File: config.mk
export PLATFORM = sky130hd
export DESIGN_NAME = three_channel_echo_pulse_capture
export DESIGN_NICKNAME = d
export VERILOG_FILES = /design/src/design/tcepc_pkg.sv /design/src/design/tcepc_core.sv /design/src/design/tcepc_out_buf.sv /design/src/design/three_channel_echo_pulse_capture.sv
export SDC_FILE = /design/constraint.sdc
export NUM_CORES = 1
export LEC_CHECK = 0
export ABC_CLOCK_PERIOD_IN_PS = 4540
export BUFFER_PORTS_ARGS = -buffer_cell sky130_fd_sc_hd__buf_4
export CAP_MARGIN = 20
export CORE_AREA = 2 2 190 192
export CTS_CLUSTER_SIZE = 30
export DETAILED_ROUTE_END_ITERATION = 16
export DIE_AREA = 0 0 192 194
export PLACE_DENSITY_LB_ADDON = 0.1
export SKIP_CTS_REPAIR_TIMING = 1
export SLEW_MARGIN = 40
export SYNTH_ARGS = -nofsm -noshare
export SYNTH_HDL_FRONTEND = slang
export SYNTH_SLANG_ARGS = --single-unit
File: constraint.sdc
create_clock -name clk -period 4.54 [get_ports clk]
set_input_delay 0.227 -clock clk [delete_from_list [all_inputs] [get_ports clk]]
set_output_delay 0.227 -clock clk [all_outputs]
set_load 0.02 [all_outputs]
File: src/design/tcepc_pkg.sv
// Shared types and constants for the three-channel echo pulse capture block.
`timescale 1ns / 1ps
`default_nettype none

package tcepc_pkg;

    localparam int CHANNELS        = 3;
    localparam int READ_W          = 16;
    localparam int LEVEL_W         = 3;
    localparam int DEF_COUNT_BITS  = 16;
    localparam int CFG_INDEX_W     = 2;
    localparam int CFG_DATA_W      = 16;

    localparam logic [READ_W-1:0] ERROR_CODE       = 16'd65355;
    localparam logic [READ_W-1:0] READ_SAT         = 16'hFFFF;
    localparam logic [READ_W-1:0] MAX_VALID_RST    = 16'd4370;
    localparam logic [READ_W-1:0] FRAME_PERIOD_RST = 16'd7500;

    // configuration register indexes
    localparam logic [CFG_INDEX_W-1:0] REG_MAX_VALID    = 2'd0;
    localparam logic [CFG_INDEX_W-1:0] REG_FRAME_PERIOD = 2'd1;

    typedef logic [READ_W-1:0] reading_t;

    typedef struct packed {
        reading_t [CHANNELS-1:0] readings;
        logic                    frame_start;
    } result_t;

endpackage

`default_nettype wire

File: src/design/tcepc_core.sv
// Frame counter, edge capture, pending and published readings for three channels.
`timescale 1ns / 1ps
`default_nettype none

module tcepc_core
    import tcepc_pkg::*;
#(
    parameter int COUNT_BITS = DEF_COUNT_BITS
)
(
    input  wire logic                   clk,
    input  wire logic                   rst_n,
    input  wire logic                   accept,
    input  wire logic [LEVEL_W-1:0]     levels,
    input  wire logic                   cfg_write,
    input  wire logic [CFG_INDEX_W-1:0] cfg_index,
    input  wire logic [CFG_DATA_W-1:0]  cfg_data,
    output result_t                     result
);

    localparam int CMP_W = (COUNT_BITS > READ_W) ? COUNT_BITS : READ_W;

    logic [READ_W-1:0]                     max_valid_reg;
    logic [READ_W-1:0]                     frame_period_reg;
    logic [COUNT_BITS-1:0]                 tick_count_reg;
    logic [COUNT_BITS-1:0]                 tick_count_next;
    logic [LEVEL_W-1:0]                    prior_levels_reg;
    logic [LEVEL_W-1:0]                    prior_levels_next;
    logic [CHANNELS-1:0][COUNT_BITS-1:0]   start_reg;
    logic [CHANNELS-1:0][COUNT_BITS-1:0]   start_next;
    reading_t [CHANNELS-1:0]               pending_reg;
    reading_t [CHANNELS-1:0]               pending_next;
    reading_t [CHANNELS-1:0]               published_reg;
    reading_t [CHANNELS-1:0]               published_next;

    logic                  frame_end;
    logic [LEVEL_W-1:0]    rising;
    logic [LEVEL_W-1:0]    falling;
    logic [CMP_W-1:0]      diff [CHANNELS];
    reading_t              fixed [CHANNELS];

    assign frame_end = CMP_W'(tick_count_reg) >= CMP_W'(frame_period_reg);
    assign rising    = levels & ~prior_levels_reg;
    assign falling   = prior_levels_reg & ~levels;

    always_comb
    begin
        tick_count_next   = tick_count_reg;
        prior_levels_next = prior_levels_reg;
        start_next        = start_reg;
        pending_next      = pending_reg;
        published_next    = published_reg;
        for (int i = 0; i < CHANNELS; i++)
        begin
            diff[i]  = CMP_W'(tick_count_reg - start_reg[i]);
            fixed[i] = ((pending_reg[i] == '0) || (pending_reg[i] >= max_valid_reg))
                       ? ERROR_CODE : pending_reg[i];
        end
        if (frame_end)
        begin
            // publish, retrigger, keep prior levels
            for (int i = 0; i < CHANNELS; i++)
            begin
                pending_next[i]   = fixed[i];
                published_next[i] = fixed[i];
            end
            tick_count_next = '0;
        end
        else
        begin
            for (int i = 0; i < CHANNELS; i++)
            begin
                if (rising[i])
                begin
                    start_next[i] = tick_count_reg;
                end
                if (falling[i])
                begin
                    if (tick_count_reg < start_reg[i])
                    begin
                        pending_next[i] = ERROR_CODE;
                    end
                    else if (diff[i] > CMP_W'(READ_SAT))
                    begin
                        pending_next[i] = READ_SAT;
                    end
                    else
                    begin
                        pending_next[i] = diff[i][READ_W-1:0];
                    end
                end
            end
            prior_levels_next = levels;
            tick_count_next   = tick_count_reg + COUNT_BITS'(1);
        end
        result.readings    = published_next;
        result.frame_start = frame_end;
    end

    always_ff @(posedge clk or negedge rst_n)
    begin
        if (!rst_n)
        begin
            max_valid_reg    <= MAX_VALID_RST;
            frame_period_reg <= FRAME_PERIOD_RST;
        end
        else if (cfg_write)
        begin
            case (cfg_index)
                REG_MAX_VALID:    max_valid_reg    <= cfg_data;
                REG_FRAME_PERIOD: frame_period_reg <= cfg_data;
                default:          ;
            endcase
        end
    end

    always_ff @(posedge clk or negedge rst_n)
    begin
        if (!rst_n)
        begin
            tick_count_reg   <= '0;
            prior_levels_reg <= '0;
            start_reg        <= '0;
            pending_reg      <= '0;
            published_reg    <= '0;
        end
        else if (accept)
        begin
            tick_count_reg   <= tick_count_next;
            prior_levels_reg <= prior_levels_next;
            start_reg        <= start_next;
            pending_reg      <= pending_next;
            published_reg    <= published_next;
        end
    end

    a_frame_end_clears_count: assert property (@(posedge clk) disable iff (!rst_n)
        accept && frame_end |=> tick_count_reg == '0)
        else $error("tick count not cleared at frame end");

    a_frame_end_keeps_levels: assert property (@(posedge clk) disable iff (!rst_n)
        accept && frame_end |=> $stable(prior_levels_reg))
        else $error("prior levels changed on frame end tick");

    a_idle_holds_count: assert property (@(posedge clk) disable iff (!rst_n)
        !accept |=> $stable(tick_count_reg) && $stable(published_reg))
        else $error("state advanced without an accepted beat");

endmodule

`default_nettype wire

File: src/design/tcepc_out_buf.sv
// Output register with skid stage for result beats.
`timescale 1ns / 1ps
`default_nettype none

module tcepc_out_buf
    import tcepc_pkg::*;
(
    input  wire logic clk,
    input  wire logic rst_n,
    input  wire logic push,
    input  result_t   push_data,
    output logic      full,
    output logic      out_valid,
    input  wire logic out_stall,
    output result_t   out_data
);

    logic    out_valid_reg;
    logic    skid_valid_reg;
    result_t out_data_reg;
    result_t skid_data_reg;
    logic    pop;

    assign pop       = out_valid_reg && !out_stall;
    assign full      = skid_valid_reg;
    assign out_valid = out_valid_reg;
    assign out_data  = out_data_reg;

    always_ff @(posedge clk or negedge rst_n)
    begin
        if (!rst_n)
        begin
            out_valid_reg  <= 1'b0;
            skid_valid_reg <= 1'b0;
        end
        else if (!out_valid_reg || pop)
        begin
            // drain the skid stage first to keep beat order
            out_valid_reg  <= skid_valid_reg || push;
            skid_valid_reg <= 1'b0;
        end
        else if (push)
        begin
            skid_valid_reg <= 1'b1;
        end
    end

    always_ff @(posedge clk)
    begin
        if (!out_valid_reg || pop)
        begin
            out_data_reg <= skid_valid_reg ? skid_data_reg : push_data;
        end
        else if (push)
        begin
            skid_data_reg <= push_data;
        end
    end

    a_skid_implies_out: assert property (@(posedge clk) disable iff (!rst_n)
        skid_valid_reg |-> out_valid_reg)
        else $error("skid stage holds a beat while output is empty");

    a_no_push_when_full: assert property (@(posedge clk) disable iff (!rst_n)
        full |-> !push)
        else $error("beat pushed into a full buffer");

    a_skid_drains: assert property (@(posedge clk) disable iff (!rst_n)
        skid_valid_reg && !out_stall |=> !skid_valid_reg && out_valid_reg)
        else $error("skid stage did not drain on pop");

endmodule

`default_nettype wire

File: src/design/three_channel_echo_pulse_capture.sv
// Three-channel echo pulse capture: top level.
// Each input beat on in_valid/in_stall is one prescaled timer tick carrying
// the three echo pin levels in echo_levels (bit n is channel n). Every input
// beat yields exactly one output beat on out_valid/out_stall with the
// published readings reading_a..reading_c and frame_start.
// A free-running frame counter advances per tick; rising edges record the
// start count, falling edges store the pulse length as pending. When the
// counter reaches frame_period the tick ignores the levels, maps zero or
// out-of-range pending readings to 65355, publishes them and raises
// frame_start. max_valid and frame_period are written on the cfg channel
// (index 0 and 1); the user must write them only while the block is idle,
// which the block itself does not enforce; cfg_ready is always high.
// Throughput: one beat per cycle while in_stall is low; results are registered.
// When the receiver stalls, the output register holds its beat and a skid
// stage takes one more; in_stall rises only while the skid stage is full.
// Reset clears the counter, captured edges, pending and published readings
// and loads max_valid = 4370 and frame_period = 7500.
`timescale 1ns / 1ps
`default_nettype none

module three_channel_echo_pulse_capture
    import tcepc_pkg::*;
#(
    parameter int COUNT_BITS = DEF_COUNT_BITS
)
(
    input  wire logic                   clk,
    input  wire logic                   rst_n,
    input  wire logic                   in_valid,
    output logic                        in_stall,
    input  wire logic [LEVEL_W-1:0]     echo_levels,
    output logic                        out_valid,
    input  wire logic                   out_stall,
    output logic [READ_W-1:0]           reading_a,
    output logic [READ_W-1:0]           reading_b,
    output logic [READ_W-1:0]           reading_c,
    output logic                        frame_start,
    input  wire logic                   cfg_valid,
    output logic                        cfg_ready,
    input  wire logic [CFG_INDEX_W-1:0] cfg_index,
    input  wire logic [CFG_DATA_W-1:0]  cfg_data
);

    logic    accept;
    logic    full;
    result_t core_result;
    result_t out_result;

    assign in_stall  = full;
    assign accept    = in_valid && !full;
    assign cfg_ready = 1'b1;

    tcepc_core #(
        .COUNT_BITS (COUNT_BITS)
    ) u_core (
        .clk       (clk),
        .rst_n     (rst_n),
        .accept    (accept),
        .levels    (echo_levels),
        .cfg_write (cfg_valid && cfg_ready),
        .cfg_index (cfg_index),
        .cfg_data  (cfg_data),
        .result    (core_result)
    );

    tcepc_out_buf u_out_buf (
        .clk       (clk),
        .rst_n     (rst_n),
        .push      (accept),
        .push_data (core_result),
        .full      (full),
        .out_valid (out_valid),
        .out_stall (out_stall),
        .out_data  (out_result)
    );

    assign reading_a   = out_result.readings[0];
    assign reading_b   = out_result.readings[1];
    assign reading_c   = out_result.readings[2];
    assign frame_start = out_result.frame_start;

endmodule

`default_nettype wire

==> out/qor.csv, run 1 <==
stage,metric,value,unit
detailed_routing,drt wl/cell,18.30,µm
clocking,CTS H-tree depth,2,
yosys,Syn Nets,1597,
sta,worst slew pin tran,702.6,ps
place,Placed Cells,1960,
die,chip height,194,µm
finish,share of cells above drive strength 1,19.01,%
die,initial core utilization,44.63,%
yosys,Gate Count Post-Synth,1455,
place,DP Wirelength,26630,µm
sta,Max Fclk,0.2893,GHz
hold_path,hold path startpoint,out_stall,
yosys,Synth cell types,76,
worst_setup_path,startpoint types,register,
yosys,synth cell count leaders,"186 x dfrtp_1, 146 x nand2_1, 123 x o21ai_0",
clocking,Worst-Skew Late Latency,530,ps
die,die area,0.03725,mm²
finish,Synth-to-Final Area Change,15.85,%
clocking,CTS tree,done,
yosys,post-synth top area share,29.61,%
die,total core area,0.03522,mm²
detailed_routing,vias after detailed routing,10810,
clocking,Sinks on Clock Net,295,
yosys,"Primary FF master, synth",dfrtp_1,
worst_setup_path,"Arr. time, crit path",3860,ps
sta,Period minus WS final,3456,ps
place,Final GP Congestion,0.8519,
global_routing,first-pass GRT wire length,59840,µm
finish,ANT cells,0,
power_and_ir_drop,Peak supply drop,254.0,µV
yosys,Syn. warnings,0,
worst_setup_path,Setup crit end kind,register,
yosys,largest area contributor in the netlist,dfrtp_1,
clocking,clock root cell,clkbuf_16,
yosys,Synth Cell Area,0.01572,mm²
finish,nets,1700,
die,# IOs,78,
worst_setup_path,CP Class,reg -> reg,
sta,clk_skew,15.64,ps
detailed_routing,starting DRC count in detailed routing,624,
power_and_ir_drop,Pleak,8.168,nW
power_and_ir_drop,pwr dens,574.3,mW/mm²
yosys,Avg Inst Size Synth,10.80,µm²
finish,final non-filler cell total,2044,
finish,fin area,0.01821,mm²
global_routing,largest net degree at the start of global routing,101,
yosys,"EDFF count, synth",98,
place,placed instance area,0.01680,mm²
detailed_routing,Via-to-Cell Ratio,5.289,
detailed_routing,DRT Pass-1 Iters,5,
run_status,status,"complete, no violations",
global_routing,GRT Residual Overflow,0,
detailed_routing,Post-Route WL,37420,µm
worst_setup_path,CP Launch Point,u_core.tick_count_reg[0],
worst_setup_path,Worst EP required,4950,ps
sta,final-report hold violation count,0,
global_routing,GRT Util Overall,20.60,%
yosys,most instantiated library cell after synthesis,dfrtp_1,
sta,RSZ-0062 raised after global routing,false,
die,Die W,192,µm
global_routing,initial antenna violation count,1,
clocking,clk buf depth,3,
sta,final slew viol count,0,
hold_path,min-delay worst type,in -> reg,
clocking,cts bufs inserted,35,
detailed_routing,ANT nets after route,0,
detailed_routing,DRC viols,0,
worst_setup_path,worst r2r src,u_core.tick_count_reg[0],
sta,Tcrit/Tclk final,76.13,%
place,# port buffers,76,
finish,register area,0.007888,mm²
die,Rows,69,
yosys,"flops & latches, synth",295,
sta,Slew HR,52.73,%
yosys,"Seq/Total Area, Yosys",50.17,%
sta,Setup TNS,0,ps
sta,Final setup viols,0,
global_routing,vias in the first global route,10440,
finish,multi-input logic area,0.007153,mm²
job,Max-Cap Viols,0,
worst_setup_path,maximum fanout along the worst path,15,
yosys,Async SR Flop Fraction,66.78,%
yosys,Synth area leaders,"dfrtp_1 30%, edfxtp_1 19%, ha_1 9.0%",
clocking,"Reg clk slew, reported paths",60,ps
finish,fillers,3151,
-- critical path, cell delays in order (launching register included) --
cell and delay (ps):
dfrtp_1 400, inv_1 230, ha_1 280, nand2b_1 150, a2111oi_2 340, o2bb2ai_1 180
o21ai_4 210, inv_2 70, nor2_4 360, o2111ai_1 350, a21o_1 480, o22a_1 280
-- routing by layer --
| layer | routed length (µm) | global-route usage, % | vias up |
|---|---|---|---|
| met3 | 1377 | 2.968 | 55 |
| met4 | 845 | 5.711 | 0 |
| met5 | 0 | 0 | - |
| li1 | - | - | 5379 |
| met1 | 18750 | 30.90 | 5184 |
| met2 | 16440 | 31.07 | 192 |
-- kinds of logic after synthesis --
group / Yosys count / synth area share [%]
other: 1 / 0.02385
AO/OA/AOI/OAI: 343 / 14.09
flip-flops: 295 / 50.17
AND/OR/NAND/NOR: 386 / 11.77
buffers and inverters: 167 / 4.521
multiplexers: 100 / 7.434
XOR/XNOR: 47 / 2.619
adder cells (fa/ha/maj): 116 / 9.376
-- report_power, final --
part           internal, mW  switching, mW  leakage, nW  total (mW)
Sequential             3.23          0.461         3.44        3.69
Combinational          1.67           2.20         4.15        3.87
Clock                  1.79           1.11        0.577        2.90
Total                  6.69           3.76         8.17        10.5
-- final timing paths --
path	end	slack (ps)	depth (start not counted)
setup / recovery	u_core.pending_reg[25]	1080	11
hold / removal	u_out_buf.skid_data_reg[4]	200	3
setup reg to reg	u_core.pending_reg[25]	1080	11
hold reg to reg	u_core.published_reg[44]	470	2
max in group asynchronous	u_core.max_valid_reg[15]	3150	3
min in group asynchronous	u_core.start_reg[45]	250	2
-- cells in the final DEF (no fill, tap or decap), drive strengths merged, types with 15 or more instances in the layout --
cell | synthesis | layout
dfrtp | 186 | 186
nor3 | 19 | 19
a21o | 31 | 31
a21oi | 64 | 64
inv | 114 | 114
o21ai | 134 | 134
ha | 113 | 113
o31ai | 21 | 21
xnor2 | 26 | 26
dlygate4sd3 | 0 | 21
nand2b | 25 | 25
nand2 | 146 | 146
xor2 | 21 | 21
nand3 | 19 | 19
nor4 | 15 | 15
mux2 | 98 | 98
edfxtp | 98 | 98
clkbuf | 22 | 50
nor2 | 114 | 114
buf | 31 | 97
o22a | 25 | 25
-- through the flow --
step | power [mW] | setup slack (ps) | hold WS, ps | util [%]
after floorplan | 6.417 | 262.5 | -68.59 | -
after detailed placement | 7.544 | 928.7 | 250.3 | 47.69
after global routing | 11.14 | 800.1 | 192.3 | 51.70
after CTS | 10.50 | 919.9 | -311.5 | 51.06
after global placement | 7.471 | 972.4 | 403.6 | 47.61
final | 10.46 | 1084 | 196.9 | 51.70
-- area by class of cell --
| type | count | area share [%] |
|---|---|---|
| multi-input combinational | 993 | 39.28 |
| inverter | 114 | 2.350 |
| tap | 461 | 3.167 |
| sequential | 295 | 43.31 |
| clock buffer | 49 | 5.606 |
| timing repair buffer | 119 | 5.373 |
| clock inverter | 13 | 0.9138 |
No activity file was read; power rests on OpenSTA's default activity.
==> run 2: changes to the inputs <==
- ABC_CLOCK_PERIOD_IN_PS: 4540 -> 2900
- clock period: 4.54 -> 2.9 ns (I/O delays scaled with it)
==> run 2 against run 1 <==
Compared with the run above:
- die area unchanged
- setup slack got worse by 1000 ps
- sequential power is 52% higher
- critical path type unchanged
- critical endpoint is now u_out_buf.out_data[45]
- highest routed layer unchanged
==> out/qor.csv, run 2 (synthesis gave the netlist of run 1 again) <==
stage,metric,value,unit
sta,Period minus WS final,2858,ps
clocking,clock root cell,clkbuf_16,
detailed_routing,DRC viols,0,
die,Rows,69,
power_and_ir_drop,Peak supply drop,444.6,µV
worst_setup_path,maximum fanout along the worst path,16,
global_routing,GRT Residual Overflow,0,
power_and_ir_drop,Pwr Total,17.65,mW
worst_setup_path,Worst EP required,3160,ps
detailed_routing,drt wl/cell,18.75,µm
worst_setup_path,"Arr. time, crit path",3120,ps
job,Max-Cap Viols,0,
worst_setup_path,reg2reg path depth,11,
worst_setup_path,worst reg2reg path endpoint,u_out_buf.out_data[45],
finish,Synth-to-Final Area Change,23.21,%
clocking,Worst-Skew Late Latency,520,ps
die,chip height,194,µm
sta,worst slew pin tran,658.2,ps
finish,fillers,3121,
sta,RSZ-0062 raised after global routing,true,
clocking,clk buf depth,3,
worst_setup_path,Setup crit end kind,register,
sta,Max Fclk,0.3499,GHz
sta,final-report hold violation count,0,
finish,nets,1798,
sta,worst setup margin,42.00,ps
sta,clk_skew,20.28,ps
power_and_ir_drop,Pleak,8.725,nW
global_routing,initial antenna violation count,1,
global_routing,first-pass GRT wire length,62980,µm
sta,Slew HR,56.12,%
worst_setup_path,CP Launch Point,u_core.max_valid_reg[0],
worst_setup_path,startpoint types,register,
clocking,CTS H-tree depth,2,
worst_setup_path,r2r setup slk,40,ps
die,total core area,0.03522,mm²
place,DP Wirelength,28960,µm
die,Die W,192,µm
global_routing,GRT Util Overall,21.74,%
hold_path,min-delay worst type,in -> async,
finish,"commonest non-fill, non-tap cell in the layout",dfrtp_1,
run_status,status,"complete, no violations",
place,Final GP Congestion,0.8883,
die,die area,0.03725,mm²
place,placed instance area,0.01758,mm²
clocking,cts bufs inserted,34,
finish,"commonest non-fill, non-tap cells in the layout","185 x dfrtp_1, 175 x buf_4, 144 x nand2_1",
place,Setup WS pre-CTS,-87.63,ps
clocking,"Reg clk slew, reported paths",60,ps
finish,fin area,0.01937,mm²
sta,Tcrit/Tclk final,98.55,%
sta,final slew viol count,0,
global_routing,vias in the first global route,11130,
worst_setup_path,worst r2r src,u_core.max_valid_reg[0],
place,Placed Cells,2047,
sta,Final setup viols,0,
die,initial core utilization,44.63,%
place,# port buffers,76,
detailed_routing,Via-to-Cell Ratio,5.286,
clocking,CTS tree,done,
detailed_routing,ANT nets after route,0,
clocking,Sinks on Clock Net,295,
die,# IOs,78,
detailed_routing,starting DRC count in detailed routing,706,
worst_setup_path,crit path capture,u_out_buf.out_data[45],
worst_setup_path,CP Class,reg -> reg,
detailed_routing,vias after detailed routing,11320,
global_routing,largest net degree at the start of global routing,97,
finish,final non-filler cell total,2141,
finish,ANT cells,0,
power_and_ir_drop,pwr dens,911.4,mW/mm²
detailed_routing,Post-Route WL,40140,µm
detailed_routing,DRT Pass-1 Iters,5,
finish,share of cells above drive strength 1,26.55,%
[run 2: cell count changes in the layout (fill, tap and decap cells not counted), sizes merged]
cell,previous run,this run
nor2,114,115
a211o,3,4
clkinvlp,2,1
bufinv,4,2
clkbuf,50,52
clkinv,7,9
buf,97,192
inv,114,113
[run 2: area by class of cell]
cell class | count | area (µm²) | area share, %
clock inverters | 11 | 131.4 | 0.6783
well taps | 461 | 576.8 | 2.978
repair buffers | 216 | 1899 | 9.806
clock buffers | 49 | 988.4 | 5.103
inverters | 114 | 431.7 | 2.229
multi-input cells | 995 | 7453 | 38.48
flip-flops and latches | 295 | 7888 | 40.72
[run 2: stage by stage]
stage | setup TNS [ps] | util, % | hold slack (ps)
after global routing | -1565 | 54.99 | 142.5
after detailed placement | -260.4 | 49.90 | 106.3
after floorplan | 0 | - | -150.6
final | 0 | 54.99 | 124.9
after CTS | -2106 | 53.08 | -437.3
after global placement | -301.6 | 49.82 | 310.0
[run 2: worst max-delay path, cell delays in order (launching register included)]
cell and delay, ps:
dfrtp_1 400, buf_4 160, ha_1 260, nand2b_1 140, a21o_1 170, a211o_1 290
a21o_1 160, a21oi_1 140, o211ai_1 180, clkbuf_16 250, o31ai_1 330, o21ai_0 120
[run 2: where the power goes]
group | total, mW | internal, mW | switching (mW)
logic | 7.77 | 3.59 | 4.18
clock network | 4.28 | 2.56 | 1.72
registers | 5.60 | 5.06 | 0.548
total | 17.7 | 11.2 | 6.45
[run 2: worst min path at each step]
stage | cells after the start | to | slack, ps | from
after floorplan | 0 | u_core.frame_period_reg[0] | -150 | rst_n
final | 2 | u_core.prior_levels_reg[0] | 120 | rst_n
after global routing | 2 | u_core.prior_levels_reg[0] | 140 | rst_n
after global placement | 1 | u_core.start_reg[39] | 310 | rst_n
after detailed placement | 1 | u_core.start_reg[42] | 110 | rst_n
after CTS | 1 | u_core.prior_levels_reg[0] | -440 | rst_n
[run 2: metal layers]
layer / vias to the layer above / track usage [%] / wire (µm)
met5: - / 0 / 0
met1: 5484 / 31.99 / 19580
met4: 0 / 6.446 / 1171
met2: 204 / 33.36 / 17980
met3: 66 / 3.077 / 1410
li1: 5564 / - / -
==> run 3: changes to the inputs <==
- PLACE_DENSITY: default -> 0.62
- PLACE_DENSITY_LB_ADDON: 0.1 -> default
==> run 3 against run 2 <==
Compared with the run above:
- combinational power down 7.5%
- sequential power up 1%
- hold slack worse by 140 ps
- the run now ends with hold timing left
- routed wire length down 3.9%
==> out/qor.csv, run 3 (synthesis gave the netlist of run 1 again) <==
stage,metric,value,unit
finish,ANT cells,0,
sta,worst setup margin,79.72,ps
detailed_routing,DRT Pass-1 Iters,5,
hold_path,worst hold stages,3,
worst_setup_path,Setup crit end kind,register,
sta,worst slew pin tran,759.4,ps
hold_path,min-delay worst type,in -> reg,
clocking,"Reg clk slew, reported paths",60,ps
sta,final slew viol count,0,
clocking,CTS tree,done,
power_and_ir_drop,cell-internal power,10.77,mW
run_status,failing checks,hold timing,
worst_setup_path,Worst EP required,3160,ps
global_routing,largest net degree at the start of global routing,97,
die,die area,0.03725,mm²
detailed_routing,vias after detailed routing,11280,
clocking,Worst-Skew Late Latency,530,ps
die,Die W,192,µm
sta,final-report hold violation count,2,
place,Final GP Congestion,0.8867,
power_and_ir_drop,clock power share,24.3,%
clocking,clock root cell,clkbuf_16,
global_routing,GRT Residual Overflow,0,
worst_setup_path,reg2reg path depth,10,
power_and_ir_drop,switch share,36.51,%
die,Rows,69,
detailed_routing,Via-to-Cell Ratio,5.321,
clocking,CTS H-tree depth,2,
place,Setup WS pre-CTS,-120.2,ps
sta,Slew HR,49.19,%
job,Max-Cap Viols,0,
worst_setup_path,maximum fanout along the worst path,28,
die,chip height,194,µm
global_routing,initial antenna violation count,0,
power_and_ir_drop,pwr dens,893.7,mW/mm²
detailed_routing,starting DRC count in detailed routing,632,
power_and_ir_drop,Psw,6.194,mW
sta,Max Fclk,0.3546,GHz
sta,Final setup viols,0,
finish,final non-filler cell total,2120,
place,DP Wirelength,27810,µm
global_routing,vias in the first global route,11030,
finish,Synth-to-Final Area Change,20.76,%
die,# IOs,78,
clocking,Sinks on Clock Net,295,
die,initial core utilization,44.63,%
sta,RSZ-0062 raised after global routing,true,
finish,nets,1776,
power_and_ir_drop,combinational power share,42.4,%
sta,Setup TNS,0,ps
worst_setup_path,"Arr. time, crit path",3080,ps
clocking,cts bufs inserted,34,
power_and_ir_drop,Pleak,8.523,nW
detailed_routing,Post-Route WL,38580,µm
worst_setup_path,CP Class,reg -> reg,
detailed_routing,DRC viols,0,
finish,"commonest non-fill, non-tap cells in the layout","184 x dfrtp_1, 156 x buf_4, 144 x nand2_1",
run_status,status,"complete, but fails checks",
die,total core area,0.03522,mm²
place,# port buffers,76,
global_routing,GRT Util Overall,20.80,%
finish,share of cells above drive strength 1,24.71,%
global_routing,first-pass GRT wire length,60780,µm
power_and_ir_drop,Pwr Total,16.97,mW
power_and_ir_drop,Flop pwr share,33.3,%
sta,WHS,-16.42,ps
sta,Period minus WS final,2820,ps
detailed_routing,drt wl/cell,18.20,µm
finish,"commonest non-fill, non-tap cell in the layout",dfrtp_1,
place,Placed Cells,2028,
worst_setup_path,startpoint types,register,
detailed_routing,ANT nets after route,0,
sta,Tcrit/Tclk final,97.25,%
clocking,clk buf depth,3,
sta,clk_skew,15.71,ps
power_and_ir_drop,Peak supply drop,386.6,µV
run 3: changes by cell type in the layout (fill, tap and decap cells not counted), sizes merged:
cell	delta
dlygate4sd3	+1
buf	-21
clkbuf	-1
inv	+3
nand3	+1
clkinv	-3
bufinv	-1
run 3: per-layer routing:
layer,vias up,track usage [%],share of wire [%]
li1,5532,-,-
met1,5466,28.94,46
met2,204,33.07,47
met3,79,3.167,4.0
met4,0,7.379,3.2
met5,-,0,0
run 3: path summary, 6_finish.rpt:
kind	start	end	slack (ps)
min in group asynchronous	rst_n	u_core.start_reg[44]	190
max in group asynchronous	rst_n	u_core.frame_period_reg[11]	1840
worst max register to register	u_core.frame_period_reg[8]	u_out_buf.out_data[25]	80
worst min register to register	u_core.published_reg[46]	u_core.published_reg[46]	470
worst min-delay path	cfg_index[1]	u_core.max_valid_reg[7]	-20
worst max-delay path	u_core.frame_period_reg[8]	u_out_buf.out_data[25]	80
run 3: area by class of cell:
class / count / area (µm²)
repair buffers: 193 / 1642
well taps: 461 / 576.8
inverters: 114 / 427.9
fillers: 3071 / 16240
multi-input cells: 996 / 7383
flip-flops and latches: 295 / 7889
clock buffers: 51 / 964.7
clock inverters: 10 / 100.1
run 3: power by group through the flow:
stage,Clock (mW),Combinational (mW),Sequential (mW)
3_3_place_gp,0,6.61,5.68
4_1_cts,4.23,6.80,5.63
6_report,4.12,7.19,5.66
2_1_floorplan,0,4.36,5.69
3_5_place_dp,0,6.74,5.70
5_1_grt,4.38,7.96,5.73
run 3: critical path: stages, from the launching register on:
cell       delay (ps)
dfstp_2           540
inv_1              80
ha_4              300
o211ai_1           80
or3_1             420
o2bb2ai_4         170
o21ai_4           100
inv_2             160
buf_8             230
a21oi_1           150
mux2_2            310
run 3: metrics by stage:
stage / utilization (%) / cell area (µm²) / hold WS, ps
global route: 53.89 / 18980 / 15.48
global placement: 49.33 / 17380 / 261.1
finish: 53.89 / 18980 / -16.42
floorplan: - / 15730 / -150.6
CTS: 52.36 / 18440 / -297.5
detailed placement: 49.33 / 17380 / 262.0
